**config.mk**
```make
export PLATFORM = sky130hd
export DESIGN_NAME = maze_row_generator
export DESIGN_NICKNAME = d
export VERILOG_FILES = /design/src/rtl/mrg_pkg.sv /design/src/rtl/mrg_ctrl.sv /design/src/rtl/mrg_datapath.sv /design/src/rtl/maze_row_generator.sv
export SDC_FILE = /design/constraint.sdc
export NUM_CORES = 1
export LEC_CHECK = 0
export CAP_MARGIN = 20
export CORE_UTILIZATION = 40
export DETAILED_ROUTE_END_ITERATION = 12
export DONT_BUFFER_PORTS = 1
export GPL_TIMING_DRIVEN = 0
export HOLD_SLACK_MARGIN = 0.03
export PLACE_DENSITY = 0.65
export SLEW_MARGIN = 20
export SYNTH_ARGS = -nofsm -noshare
export SYNTH_HDL_FRONTEND = slang
export SYNTH_SLANG_ARGS = --single-unit
```
**constraint.sdc**
```tcl
create_clock -name clk -period 7.35 [get_ports clk]
set_input_delay 1.47 -clock clk [delete_from_list [all_inputs] [get_ports clk]]
set_output_delay 1.47 -clock clk [all_outputs]
set_load 0.01 [all_outputs]
```
**src/rtl/mrg_pkg.sv**
```systemverilog
// ----------------------------------------------------------------------------
// mrg_pkg
// Shared types and constants of the maze row generator.
// ----------------------------------------------------------------------------
package mrg_pkg;

	localparam int MAX_COLS_DEF = 32;
	localparam int MAX_ROWS     = 1024;

	localparam int ROW_W        = 10;
	localparam int WALL_W       = 32;
	localparam int RCOIN_W      = 31;
	localparam int BCOIN_W      = 32;
	localparam int ROWS_REG_W   = 11;
	localparam int COLS_REG_W   = 6;
	localparam int CFG_DATA_W   = 11;
	localparam int CFG_IDX_W    = 1;

	localparam logic [ROWS_REG_W-1:0] ROWS_RESET = 11'd10;
	localparam logic [COLS_REG_W-1:0] COLS_RESET = 6'd10;

	// Configuration register indexes.
	localparam logic [CFG_IDX_W-1:0] REG_MAZE_ROWS = 1'b0;
	localparam logic [CFG_IDX_W-1:0] REG_MAZE_COLS = 1'b1;

	typedef struct packed {
		logic [RCOIN_W-1:0] right_coins;
		logic [BCOIN_W-1:0] bottom_coins;
	} mrg_coin_t;

	typedef struct packed {
		logic [ROW_W-1:0]  row_number;
		logic [WALL_W-1:0] right_walls;
		logic [WALL_W-1:0] bottom_walls;
		logic              last_row;
	} mrg_row_t;

	typedef enum logic [2:0] {
		ST_IDLE,
		ST_RIGHT,
		ST_OPEN,
		ST_BOTTOM,
		ST_FINISH
	} mrg_state_t;

	typedef struct packed {
		logic load;
		logic step_right;
		logic step_open;
		logic step_bottom;
		logic clr_col;
		logic finish;
	} mrg_cmd_t;

	typedef struct packed {
		logic multi;
		logic right_end;
		logic bottom_end;
		logic is_last;
		logic out_busy;
	} mrg_status_t;

endpackage

```
**src/rtl/mrg_ctrl.sv**
```systemverilog
// ----------------------------------------------------------------------------
// mrg_ctrl
// Sequencer of the row passes: right walls, last-row opening, bottom walls.
// ----------------------------------------------------------------------------
module mrg_ctrl (
	input  logic                clk,
	input  logic                arst_n,
	input  logic                coin_valid,
	output logic                coin_ready,
	input  mrg_pkg::mrg_status_t st,
	output mrg_pkg::mrg_cmd_t    cmd
);
	import mrg_pkg::*;

	mrg_state_t state_q;
	mrg_state_t state_d;

	always_ff @(posedge clk or negedge arst_n) begin
		if (!arst_n) begin
			state_q <= ST_IDLE;
		end else begin
			state_q <= state_d;
		end
	end

	always_comb begin
		state_d = state_q;
		case (state_q)
			ST_IDLE: begin
				if (coin_valid) begin
					state_d = ST_RIGHT;
				end
			end
			ST_RIGHT: begin
				if (!st.multi || st.right_end) begin
					state_d = st.is_last ? ST_OPEN : ST_BOTTOM;
				end
			end
			ST_OPEN: begin
				if (!st.multi || st.right_end) begin
					state_d = ST_FINISH;
				end
			end
			ST_BOTTOM: begin
				if (st.bottom_end) begin
					state_d = ST_FINISH;
				end
			end
			ST_FINISH: begin
				if (!st.out_busy) begin
					state_d = ST_IDLE;
				end
			end
			default: state_d = ST_IDLE;
		endcase
	end

	always_comb begin
		cmd        = '0;
		coin_ready = 1'b0;
		case (state_q)
			ST_IDLE: begin
				coin_ready = 1'b1;
				cmd.load   = coin_valid;
			end
			ST_RIGHT: begin
				cmd.step_right = st.multi;
				cmd.clr_col    = !st.multi || st.right_end;
			end
			ST_OPEN: begin
				cmd.step_open = st.multi;
				cmd.clr_col   = !st.multi || st.right_end;
			end
			ST_BOTTOM: begin
				cmd.step_bottom = 1'b1;
				cmd.clr_col     = st.bottom_end;
			end
			ST_FINISH: begin
				cmd.finish = !st.out_busy;
			end
			default: cmd = '0;
		endcase
	end

endmodule

```
**src/rtl/mrg_datapath.sv**
```systemverilog
// ----------------------------------------------------------------------------
// mrg_datapath
// Set labels, wall vectors, row counter, configuration and result register.
// ----------------------------------------------------------------------------
module mrg_datapath #(
	parameter int MAX_COLS = mrg_pkg::MAX_COLS_DEF
) (
	input  logic                             clk,
	input  logic                             arst_n,
	input  mrg_pkg::mrg_cmd_t                cmd,
	output mrg_pkg::mrg_status_t             st,
	input  mrg_pkg::mrg_coin_t               coin,
	input  logic                             cfg_we,
	input  logic [mrg_pkg::CFG_IDX_W-1:0]    cfg_addr,
	input  logic [mrg_pkg::CFG_DATA_W-1:0]   cfg_wdata,
	output logic                             row_valid,
	input  logic                             row_ready,
	output mrg_pkg::mrg_row_t                row
);
	import mrg_pkg::*;

	localparam int IW = (MAX_COLS > 1) ? $clog2(MAX_COLS) : 1;
	localparam int CW = $clog2(MAX_COLS + 1);

	logic [ROWS_REG_W-1:0] rows_q;
	logic [COLS_REG_W-1:0] cols_q;
	logic [ROWS_REG_W-1:0] rows_eff;
	logic [CW-1:0]         cols_eff;

	logic [IW-1:0]       col_q;
	logic [IW-1:0]       col_nb;
	logic [IW-1:0]       lbl_q [MAX_COLS];
	logic [IW-1:0]       nxt_lbl_q [MAX_COLS];
	logic [MAX_COLS-1:0] rcoin_q;
	logic [MAX_COLS-1:0] bcoin_q;
	logic [MAX_COLS-1:0] right_q;
	logic [MAX_COLS-1:0] bot_q;
	logic                last_q;
	logic [ROW_W-1:0]    row_q;
	mrg_row_t            out_q;
	logic                out_valid_q;

	logic [WALL_W-1:0]   rc_ext;
	logic [IW-1:0]       cur_lbl;
	logic [IW-1:0]       nb_lbl;
	logic [MAX_COLS-1:0] match;
	logic [MAX_COLS-1:0] nb_match;
	logic [MAX_COLS-1:0] cur_bit;
	logic [MAX_COLS-1:0] openm;
	logic [MAX_COLS-1:0] full_mask;
	logic [MAX_COLS-1:0] edge_mask;
	logic [IW-1:0]       first_idx;
	logic                r_wall;
	logic                b_wall;
	logic                open_join;
	logic                join_en;
	logic                step_any;

	// Out-of-range sizes are clamped into the supported range.
	always_comb begin
		if (rows_q == '0) begin
			rows_eff = ROWS_REG_W'(1);
		end else if (rows_q > ROWS_REG_W'(MAX_ROWS)) begin
			rows_eff = ROWS_REG_W'(MAX_ROWS);
		end else begin
			rows_eff = rows_q;
		end
		if (cols_q == '0) begin
			cols_eff = CW'(1);
		end else if (cols_q > COLS_REG_W'(MAX_COLS)) begin
			cols_eff = CW'(MAX_COLS);
		end else begin
			cols_eff = CW'(cols_q);
		end
	end

	assign col_nb  = (col_q == IW'(MAX_COLS - 1)) ? col_q : col_q + IW'(1);
	assign cur_lbl = lbl_q[col_q];
	assign nb_lbl  = lbl_q[col_nb];

	always_comb begin
		for (int j = 0; j < MAX_COLS; j++) begin
			match[j]     = (lbl_q[j] == cur_lbl);
			nb_match[j]  = (lbl_q[j] == nb_lbl);
			cur_bit[j]   = (IW'(j) == col_q);
			full_mask[j] = (CW'(j) < cols_eff);
			edge_mask[j] = (CW'(j + 1) == cols_eff);
		end
	end

	// Cells of the current set that are still open below; the current cell is
	// always among them, so the lowest one is the set's canonical label.
	assign openm = match & ~bot_q;

	always_comb begin
		first_idx = col_q;
		for (int j = MAX_COLS - 1; j >= 0; j--) begin
			if (openm[j]) begin
				first_idx = IW'(j);
			end
		end
	end

	assign r_wall    = rcoin_q[col_q] | (cur_lbl == nb_lbl);
	assign b_wall    = bcoin_q[col_q] & (|(openm & ~cur_bit));
	assign open_join = right_q[col_q] & (cur_lbl != nb_lbl);
	assign join_en   = (cmd.step_right & ~r_wall) | (cmd.step_open & open_join);
	assign step_any  = cmd.step_right | cmd.step_open | cmd.step_bottom;

	assign st.multi      = (cols_eff > CW'(1));
	assign st.right_end  = ((CW + 1)'(col_q) + (CW + 1)'(2)) == (CW + 1)'(cols_eff);
	assign st.bottom_end = ((CW + 1)'(col_q) + (CW + 1)'(1)) == (CW + 1)'(cols_eff);
	assign st.is_last    = last_q;
	assign st.out_busy   = out_valid_q & ~row_ready;

	always_ff @(posedge clk or negedge arst_n) begin
		if (!arst_n) begin
			rows_q <= ROWS_RESET;
			cols_q <= COLS_RESET;
		end else if (cfg_we) begin
			case (cfg_addr)
				REG_MAZE_ROWS: rows_q <= cfg_wdata;
				REG_MAZE_COLS: cols_q <= cfg_wdata[COLS_REG_W-1:0];
				default: ;
			endcase
		end
	end

	// A configuration write or a finished maze starts over with every cell in
	// a set of its own.
	always_ff @(posedge clk or negedge arst_n) begin
		if (!arst_n) begin
			for (int j = 0; j < MAX_COLS; j++) begin
				lbl_q[j] <= IW'(j);
			end
			row_q <= '0;
		end else if (cfg_we) begin
			for (int j = 0; j < MAX_COLS; j++) begin
				lbl_q[j] <= IW'(j);
			end
			row_q <= '0;
		end else if (join_en) begin
			for (int j = 0; j < MAX_COLS; j++) begin
				if (nb_match[j]) begin
					lbl_q[j] <= cur_lbl;
				end
			end
		end else if (cmd.finish) begin
			for (int j = 0; j < MAX_COLS; j++) begin
				lbl_q[j] <= (full_mask[j] && !last_q) ? nxt_lbl_q[j] : IW'(j);
			end
			row_q <= last_q ? '0 : row_q + ROW_W'(1);
		end
	end

	always_ff @(posedge clk or negedge arst_n) begin
		if (!arst_n) begin
			col_q <= '0;
		end else if (cmd.load || cmd.clr_col) begin
			col_q <= '0;
		end else if (step_any) begin
			col_q <= col_q + IW'(1);
		end
	end

	assign rc_ext = {1'b0, coin.right_coins};

	always_ff @(posedge clk) begin
		if (cmd.load) begin
			rcoin_q <= rc_ext[MAX_COLS-1:0];
			bcoin_q <= coin.bottom_coins[MAX_COLS-1:0];
			right_q <= '0;
			bot_q   <= '0;
			last_q  <= (ROWS_REG_W'(row_q) + ROWS_REG_W'(1)) >= rows_eff;
		end else begin
			if (cmd.step_right) begin
				right_q[col_q] <= r_wall;
			end
			if (cmd.step_open && open_join) begin
				right_q[col_q] <= 1'b0;
			end
			if (cmd.step_bottom) begin
				bot_q[col_q]     <= b_wall;
				nxt_lbl_q[col_q] <= b_wall ? col_q : first_idx;
			end
		end
	end

	always_ff @(posedge clk or negedge arst_n) begin
		if (!arst_n) begin
			out_valid_q <= 1'b0;
		end else if (cmd.finish) begin
			out_valid_q <= 1'b1;
		end else if (row_ready) begin
			out_valid_q <= 1'b0;
		end
	end

	always_ff @(posedge clk) begin
		if (cmd.finish) begin
			out_q.row_number   <= row_q;
			out_q.right_walls  <= WALL_W'(right_q | edge_mask);
			out_q.bottom_walls <= WALL_W'(last_q ? full_mask : bot_q);
			out_q.last_row     <= last_q;
		end
	end

	assign row_valid = out_valid_q;
	assign row       = out_q;

endmodule

```
**src/rtl/maze_row_generator.sv**
```systemverilog
// ----------------------------------------------------------------------------
// maze_row_generator
// Eller's maze generator: one row of right and bottom walls per coin item.
// ----------------------------------------------------------------------------
//  channel   direction  signals                          payload
//  coin      in         coin_valid / coin_ready          right_coins, bottom_coins
//  row       out        row_valid / row_ready            row_number, walls, last_row
//  cfg       in         cfg_we, cfg_addr                 cfg_wdata (maze_rows, maze_cols)
//
// An item runs from its acceptance through the right-wall pass, then the opening
// pass on the last row or the bottom-wall pass on the others, and a finish step
// before the next input slot is free; a one-column maze still runs each of them.
// The passes run one column a cycle over the shared label compare row.
// Reset gives a 10 x 10 maze starting at row 0; a configuration write restarts
// the maze. A finished row waits in the output register while the next item
// is taken; it stalls only the final write-back of the following row.
module maze_row_generator #(
	parameter int MAX_COLS = mrg_pkg::MAX_COLS_DEF
) (
	input  logic                           clk,
	input  logic                           arst_n,
	input  logic                           coin_valid,
	output logic                           coin_ready,
	input  mrg_pkg::mrg_coin_t             coin,
	output logic                           row_valid,
	input  logic                           row_ready,
	output mrg_pkg::mrg_row_t              row,
	input  logic                           cfg_we,
	input  logic [mrg_pkg::CFG_IDX_W-1:0]  cfg_addr,
	input  logic [mrg_pkg::CFG_DATA_W-1:0] cfg_wdata
);
	import mrg_pkg::*;

	mrg_cmd_t    cmd;
	mrg_status_t st;

	mrg_ctrl u_ctrl (
		.clk        (clk),
		.arst_n     (arst_n),
		.coin_valid (coin_valid),
		.coin_ready (coin_ready),
		.st         (st),
		.cmd        (cmd)
	);

	mrg_datapath #(
		.MAX_COLS (MAX_COLS)
	) u_datapath (
		.clk       (clk),
		.arst_n    (arst_n),
		.cmd       (cmd),
		.st        (st),
		.coin      (coin),
		.cfg_we    (cfg_we),
		.cfg_addr  (cfg_addr),
		.cfg_wdata (cfg_wdata),
		.row_valid (row_valid),
		.row_ready (row_ready),
		.row       (row)
	);

endmodule

```
## Word-level counts from Yosys, hierarchy flattened

Memories as Yosys holds them, arrays and structs flattened.
Index checks and enable logic that the tools add are counted.

- Register bits: 399
- Bits in writable memories: 160
- Output and inout port bits: 77
- Logic and storage cells: 523
- Memories kept: 1

- Add/subtract/negate cells: 5
- Magnitude comparators: 40
- Eq/ne operators: 174
- Multiplexer cells: 150
- Bitwise gates (word level): 21
- Reduce and logical (&&, ||, !) cells: 85

Memories:

| name | words | width | rd ports | clocked after memory_dff | wr ports | line | text |
|---|---|---|---|---|---|---|---|
| u_datapath.nxt_lbl_q | 32 | 5 | 32 | 0 | 1 | mrg_datapath.sv:33 | `logic [IW-1:0] nxt_lbl_q [MAX_COLS];` |

Operators by type and width:

| kind | number |
|---|---|
| $mux W5 | 104 |
| $mux W160 | 3 |
| $eq A5 B5 Y1 | 65 |
| $mux W32 | 4 |
| $and A32 B32 Y32 | 3 |
| $eq A5 B6 Y1 const A | 16 |
| $lt A5 B6 Y1 const A | 16 |
| $ne A3 B2 Y1 const B | 32 |
| $not A32 Y32 | 3 |
| $eq A5 B5 Y1 const A | 16 |
| $reduce_and A2 Y1 | 35 |
| $bwmux W32 | 2 |
| $bmux W5 S5 | 2 |
| $eq A4 B6 Y1 const A | 8 |
| $lt A4 B6 Y1 const A | 8 |
| $eq A4 B5 Y1 const A | 8 |
| $mux W10 | 4 |
| $logic_and A1 B1 Y1 | 34 |
| $or A32 B32 Y32 | 1 |
| $reduce_or A32 Y1 | 1 |
| $eq A3 B6 Y1 const A | 4 |
| $lt A3 B6 Y1 const A | 4 |
| $mux W11 | 2 |
| $eq A3 B5 Y1 const A | 4 |
| other kinds (48) | 96 |

## Logic depth before layout (Yosys ltp)

- Depth in word-level cells: 39
- Depth in mapped cells: 24

## Hierarchy

Synthesis repeated with hierarchy kept, for this count alone.

- Cell total of the unflattened synthesis: 2735
- Area total of the unflattened synthesis: 30302.8 um2

Modules (own cells, without submodules):

| module | instances | cells each | area each (um2) | seq. area each (um2) |
|---|---|---|---|---|
| mrg_datapath | 1 | 2705 | 30041.3 | 15194.6 |
| mrg_ctrl | 1 | 30 | 261.5 | 75.1 |

## Least setup slack after synthesis

Ideal clock, no wire load.

- Path kind: register to register
- Start point: reg u_datapath.col_q[0]
- End point: mem u_datapath.nxt_lbl_q[0][0] in the netlist's numbering, data pin
- Setup time: 0.467 ns
- Arrival time: 5.021 ns
- Setup slack: 1.862 ns
- Stages on the path, launching flop included: 18
- Buffers on the path: 5
- Period minus slack after synthesis: 5.488 ns
- Cell sequence: dfrtp_1 > buf_6 > clkbuf_4 > buf_6 > mux2_1 > a221oi_1 > and4_1 > buf_2 > nor2_8 > buf_6 > xnor2_1 > nand4_1 > o22ai_1 > a2111o_1 > nor4_2 > a32oi_2 > or2_0 > o31ai_1

- Longest elaborated chain between the ends: 39
- Elaborated cells between the ends (all ways): 108
- Those cells by class: eq/ne: 63; mux: 38; bitwise: 5; reduce/logical: 2

Ends and longest elaborated chain:

| what | line | text |
|---|---|---|
| from (decl) | mrg_datapath.sv:30 | `logic [IW-1:0] col_q;` |
| from (signal assigned) | mrg_datapath.sv:162 | `col_q <= col_q + IW'(1);` |
| $not A5 Y6 (not written as such) | mrg_datapath.sv:78 | `assign cur_lbl = lbl_q[col_q];` |
| $bmux W5 S5 | mrg_datapath.sv:78 |  |
| $mux W5 (not written as such) (2 in a row) | mrg_datapath.sv:78 |  |
| $eq A5 B5 Y1 | mrg_datapath.sv:83 | `match[j] = (lbl_q[j] == cur_lbl);` |
| $and A32 B32 Y32 | mrg_datapath.sv:93 | `assign openm = match & ~bot_q;` |
| $mux W5 (32 in a row) | mrg_datapath.sv:98 | `if (openm[j]) begin` |
| $mux W5 * | mrg_datapath.sv:184 | `nxt_lbl_q[col_q] <= b_wall ? col_q : first_idx;` |
| to (decl) | mrg_datapath.sv:33 |  |

Mark *: on every way between the ends. The rest lies on a longest branch, timed or not. The select of a mux whose other input is x is not followed.

## Worst setup path after layout

- Start point: reg u_datapath.col_q[3]
- End point: mem u_datapath.nxt_lbl_q[27][0] in the netlist's numbering, data pin

Same word-level chain as after synthesis.

==> results.cfg <==
[status]
result_of_the_run = finished, violations left
violations = setup timing

[cts]
cts_num_sinks = 559
cts_tree = done
clock_buffer_count_from_cts = 58
cts.path.max_buffers = 3
worst_setup_hold_path_clk_slew_ps = 80
clock-root-buffer = clkbuf_16
postCtsHoldBufs = 0
worstSkewPairLatency_ps = 660
h-tree-depth = 2

[worst_setup_path]
cp_max_fo = 13
worstSetupPathType = flop to flop
critical-path-slowest-cell = nor2_1
timing.reg2reg.worst_path_depth = 16
r2r_start = u_datapath.col_q[3]$_DFFE_PN0P_
critPathMaxStageDelay_ps = 1040
timing.critical_path.required_ps = 7730
critPathArrivalTime_ps = 7790
critPathLaunchType = flop
r2r-end = u_datapath.nxt_lbl_q[27][0]$_DFFE_PP_
crit_chain = clkbuf_2, nor2_1, nand2_1, nand4_1, clkbuf_1, nand3_1, a2111oi_0, nand4_1, o22ai_2, a211oi_1, nor4b_1, a32oi_2, buf_6, mux2i_1, o31ai_4, buf_6
critPathCaptureType = flop
rrSetupSlack_ps = -60

[floorplan]
boundaryPins = 157
core_region_area_mm2 = 0.07645
area_enclosed_by_the_die_boundary_mm2 = 0.07880
initial_cell_density_of_the_core_pct = 40.64
die_w_um = 280.7
dieHeight_um = 280.7
row_count = 101

[place]
place_congestion = 1.085
hpwlAfterDp_um = 112300
port_buffers = 0
total_placed_cells_including_tap_cells = 3927

[global_route]
global_route.peak_usage_layer = met2
global_route.usage.met2_pct = 55.00
grt_overflow_total = 0
grt_pass1_wl_um = 201200
number_of_global_route_vias_before_repair = 25180
gr-usage-all-layers_pct = 37.10
met3_usage_pct = 9.078
grt_antenna_before_repair = 3
grt.met1_usage_pct = 47.96
grt_max_degree = 197

[yosys]
postSynth.asyncResetShare_pct = 35.06
synth.cell_area_mm2 = 0.03107
synth_sequential_area_ratio_pct = 49.14
synth.distinct_cells = 93
mapped_nets = 2976
syn-instance-count = 2876
synthesis.area_per_instance_um2 = 10.80
ys_ff_latch = 559
yosys_warnings = 0
synth_flop_cell = edfxtp_1
synth-edff-count = 299

[routing]
avgRoutedWirePerCell_um = 36.49
number_of_routed_nets_with_antenna_violations = 0
dr.first_iter.drc_count = 4009
totalWireLength_um = 147200
drt-vias-per-instance = 6.583
drc_errors = 0
vias = 26560
drtPass1Iterations = 6

[timing]
final.setup_skew_ps = 37.53
relSlewSlack_pct = 18.07
finalMaxSlewViolations = 0
tightest_slew_ps = 1229
finalCritPeriodShare_pct = 100.9
fmax_mhz = 134.9
rsz0062_at_grt = false
fin_crit_ps = 7415
post-route-worst-setup-slack_ps = -64.87
setup-violations-final = 40
timing.final.hold_violations = 0

[power]
design_power_total_mw = 18.20
p_leak_nw = 12.35
power_density_mw_per_mm2 = 521.6
max-vdd-ir-drop_uv = 526.0

[hold_path]
hp-start = u_datapath.nxt_lbl_q[28][0]$_DFFE_PP_
holdCritPathClass = flop to flop
cell_count_of_the_worst_hold_path = 2
holdPathEnd = u_datapath.lbl_q[15]$_DFFE_PN0P_

[final_layout]
number_of_nets_in_the_finished_design = 3054
final_layout_size_suffix_gt1_share_pct = 17.42
post-route-util_pct = 45.64
layout_common_cells = edfxtp_1 (299), nand2_1 (265), nor2_1 (246), xnor2_1 (232), nor3_1 (160)
area_growth_pct = 12.29
post_layout_nonfiller_instances = 4034
final_common_cell = edfxtp_1

[flow_run]
maxCapViolations = 0
[layout make-up]
class                           instances  area [µm²]
Sequential cell                       559       15270
Fill cell                            7157       41560
Tap cell                             1030        1289
Multi-Input combinational cell       2039       14820
Buffer                                183       925.9
Timing Repair Buffer                   22       284.0
Clock buffer                           75        1565
Clock inverter                         34       387.9
Antenna cell                            1       2.502
Inverter                               91       344.1
[cells by family after synthesis]
group,share of synthesized area (%)
compound gates,11.71
flops,49.14
xor+xnor,8.227
simple gates,15.37
buf+inv,4.011
mux,10.73
fa+ha+maj,0.8054
[cells in the mapped netlist, types with 9 or more instances]
library cell	count	area share, %
dfrtp_1	112	9.0
a2111oi_0	12	0.34
a21o_1	32	0.77
nor2_1	247	3.0
o221ai_1	35	0.99
a221oi_1	10	0.28
nand3_1	65	1.0
nand2b_1	35	0.70
o21ai_0	65	1.0
a21oi_1	118	1.9
a22o_1	9	0.25
edfxtp_1	299	29
o22ai_1	32	0.64
buf_1	13	0.16
mux2_2	28	1.0
mux2i_1	82	2.6
a211oi_1	15	0.36
xnor2_1	232	6.5
or2_2	23	0.46
nor4_1	69	1.4
a31oi_1	27	0.54
xor2_1	58	1.6
and2_1	11	0.22
buf_4	11	0.27
nor2b_1	22	0.44
dfstp_2	84	7.1
buf_2	56	0.90
o21a_1	20	0.48
nand2_1	270	3.3
nor3_1	174	2.8
a31o_2	9	0.25
mux4_2	95	6.9
o211ai_1	51	1.2
clkbuf_1	96	1.2
o221a_2	22	0.80
ha_1	20	0.81
dfxtp_1	64	4.1
nand4_1	32	0.64
inv_1	90	1.1
[stage by stage]
step                      area [µm²]  worst slack [ps]  TNS (ps)  hold slack, ps
after floorplan                31070              1862         0           424.4
after global placement         32360             -4091   -638600           438.6
after detailed placement       32810             -1647   -226510           447.3
after CTS                      34840             49.69         0           455.8
after global routing           34890             32.27         0           479.5
final                          34890            -64.87     -1462           456.1
[routing by layer]
| metal | part of all wire, % | wire, µm | vias to the layer above |
|---|---|---|---|
| met5 | 0 | 0 | - |
| met4 | 7.8 | 11510 | 0 |
| met3 | 12 | 17120 | 481 |
| met2 | 43 | 62970 | 2077 |
| met1 | 38 | 55580 | 13220 |
| li1 | - | - | 10780 |
[critical path, delay by kind of cell, from the launching register on]
family	cells	cell delay, ps
AO/OA/AOI/OAI	5	1970
buffers and inverters	4	1590
flip-flops	1	480
multiplexers	1	330
AND/OR/NAND/NOR	6	2700
[worst max path at each step]
stage,cells after the start,endpoint,startpoint
2_1_floorplan,17,u_datapath.nxt_lbl_q[0][0]$_DFFE_PP_,u_datapath.col_q[0]$_DFFE_PN0P_
3_3_place_gp,14,u_datapath.nxt_lbl_q[26][1]$_DFFE_PP_,u_datapath.col_q[3]$_DFFE_PN0P_
3_5_place_dp,22,u_datapath.lbl_q[53]$_DFFE_PN0P_,u_datapath.col_q[3]$_DFFE_PN0P_
4_1_cts,24,u_datapath.right_q[26]$_SDFF_PP0_,u_datapath.col_q[0]$_DFFE_PN0P_
5_1_grt,21,u_datapath.lbl_q[116]$_DFFE_PN0P_,u_datapath.col_q[3]$_DFFE_PN0P_
6_report,16,u_datapath.nxt_lbl_q[27][0]$_DFFE_PP_,u_datapath.col_q[3]$_DFFE_PN0P_
[state kept, by name (all words and copies together), names as in the netlist, named ones only]
| register | cells |
|---|---|
| u_datapath.row_q | 10 |
| u_datapath.right_q | 25 |
| u_datapath.last_q | 1 |
| u_datapath.cols_q | 6 |
| u_datapath.nxt_lbl_q | 160 |
| u_datapath.lbl_q | 160 |
| u_datapath.bot_q | 32 |
| u_ctrl.state_q | 3 |
| u_datapath.row_valid | 1 |
| u_datapath.bcoin_q | 32 |
| u_datapath.rcoin_q | 31 |
| u_datapath.row | 75 |
| u_datapath.rows_q | 11 |
| u_datapath.col_q | 5 |
[power by group]
part	internal [mW]	switching, mW	total, mW	leakage (nW)
Sequential	4.39	0.374	4.77	5.63
Combinational	3.12	7.23	10.4	5.76
Clock	1.75	1.33	3.08	0.958
Total	9.27	8.93	18.2	12.3
[what timing repair did]
| item | 4_1_cts | 5_1_grt |
|---|---|---|
| setup buffers | 1 | 0 |
| setup endpoints to repair | 199 | 267 |
| gates resized for setup | 30 | 10 |
Note: power is estimated with default switching activity, not from simulation.
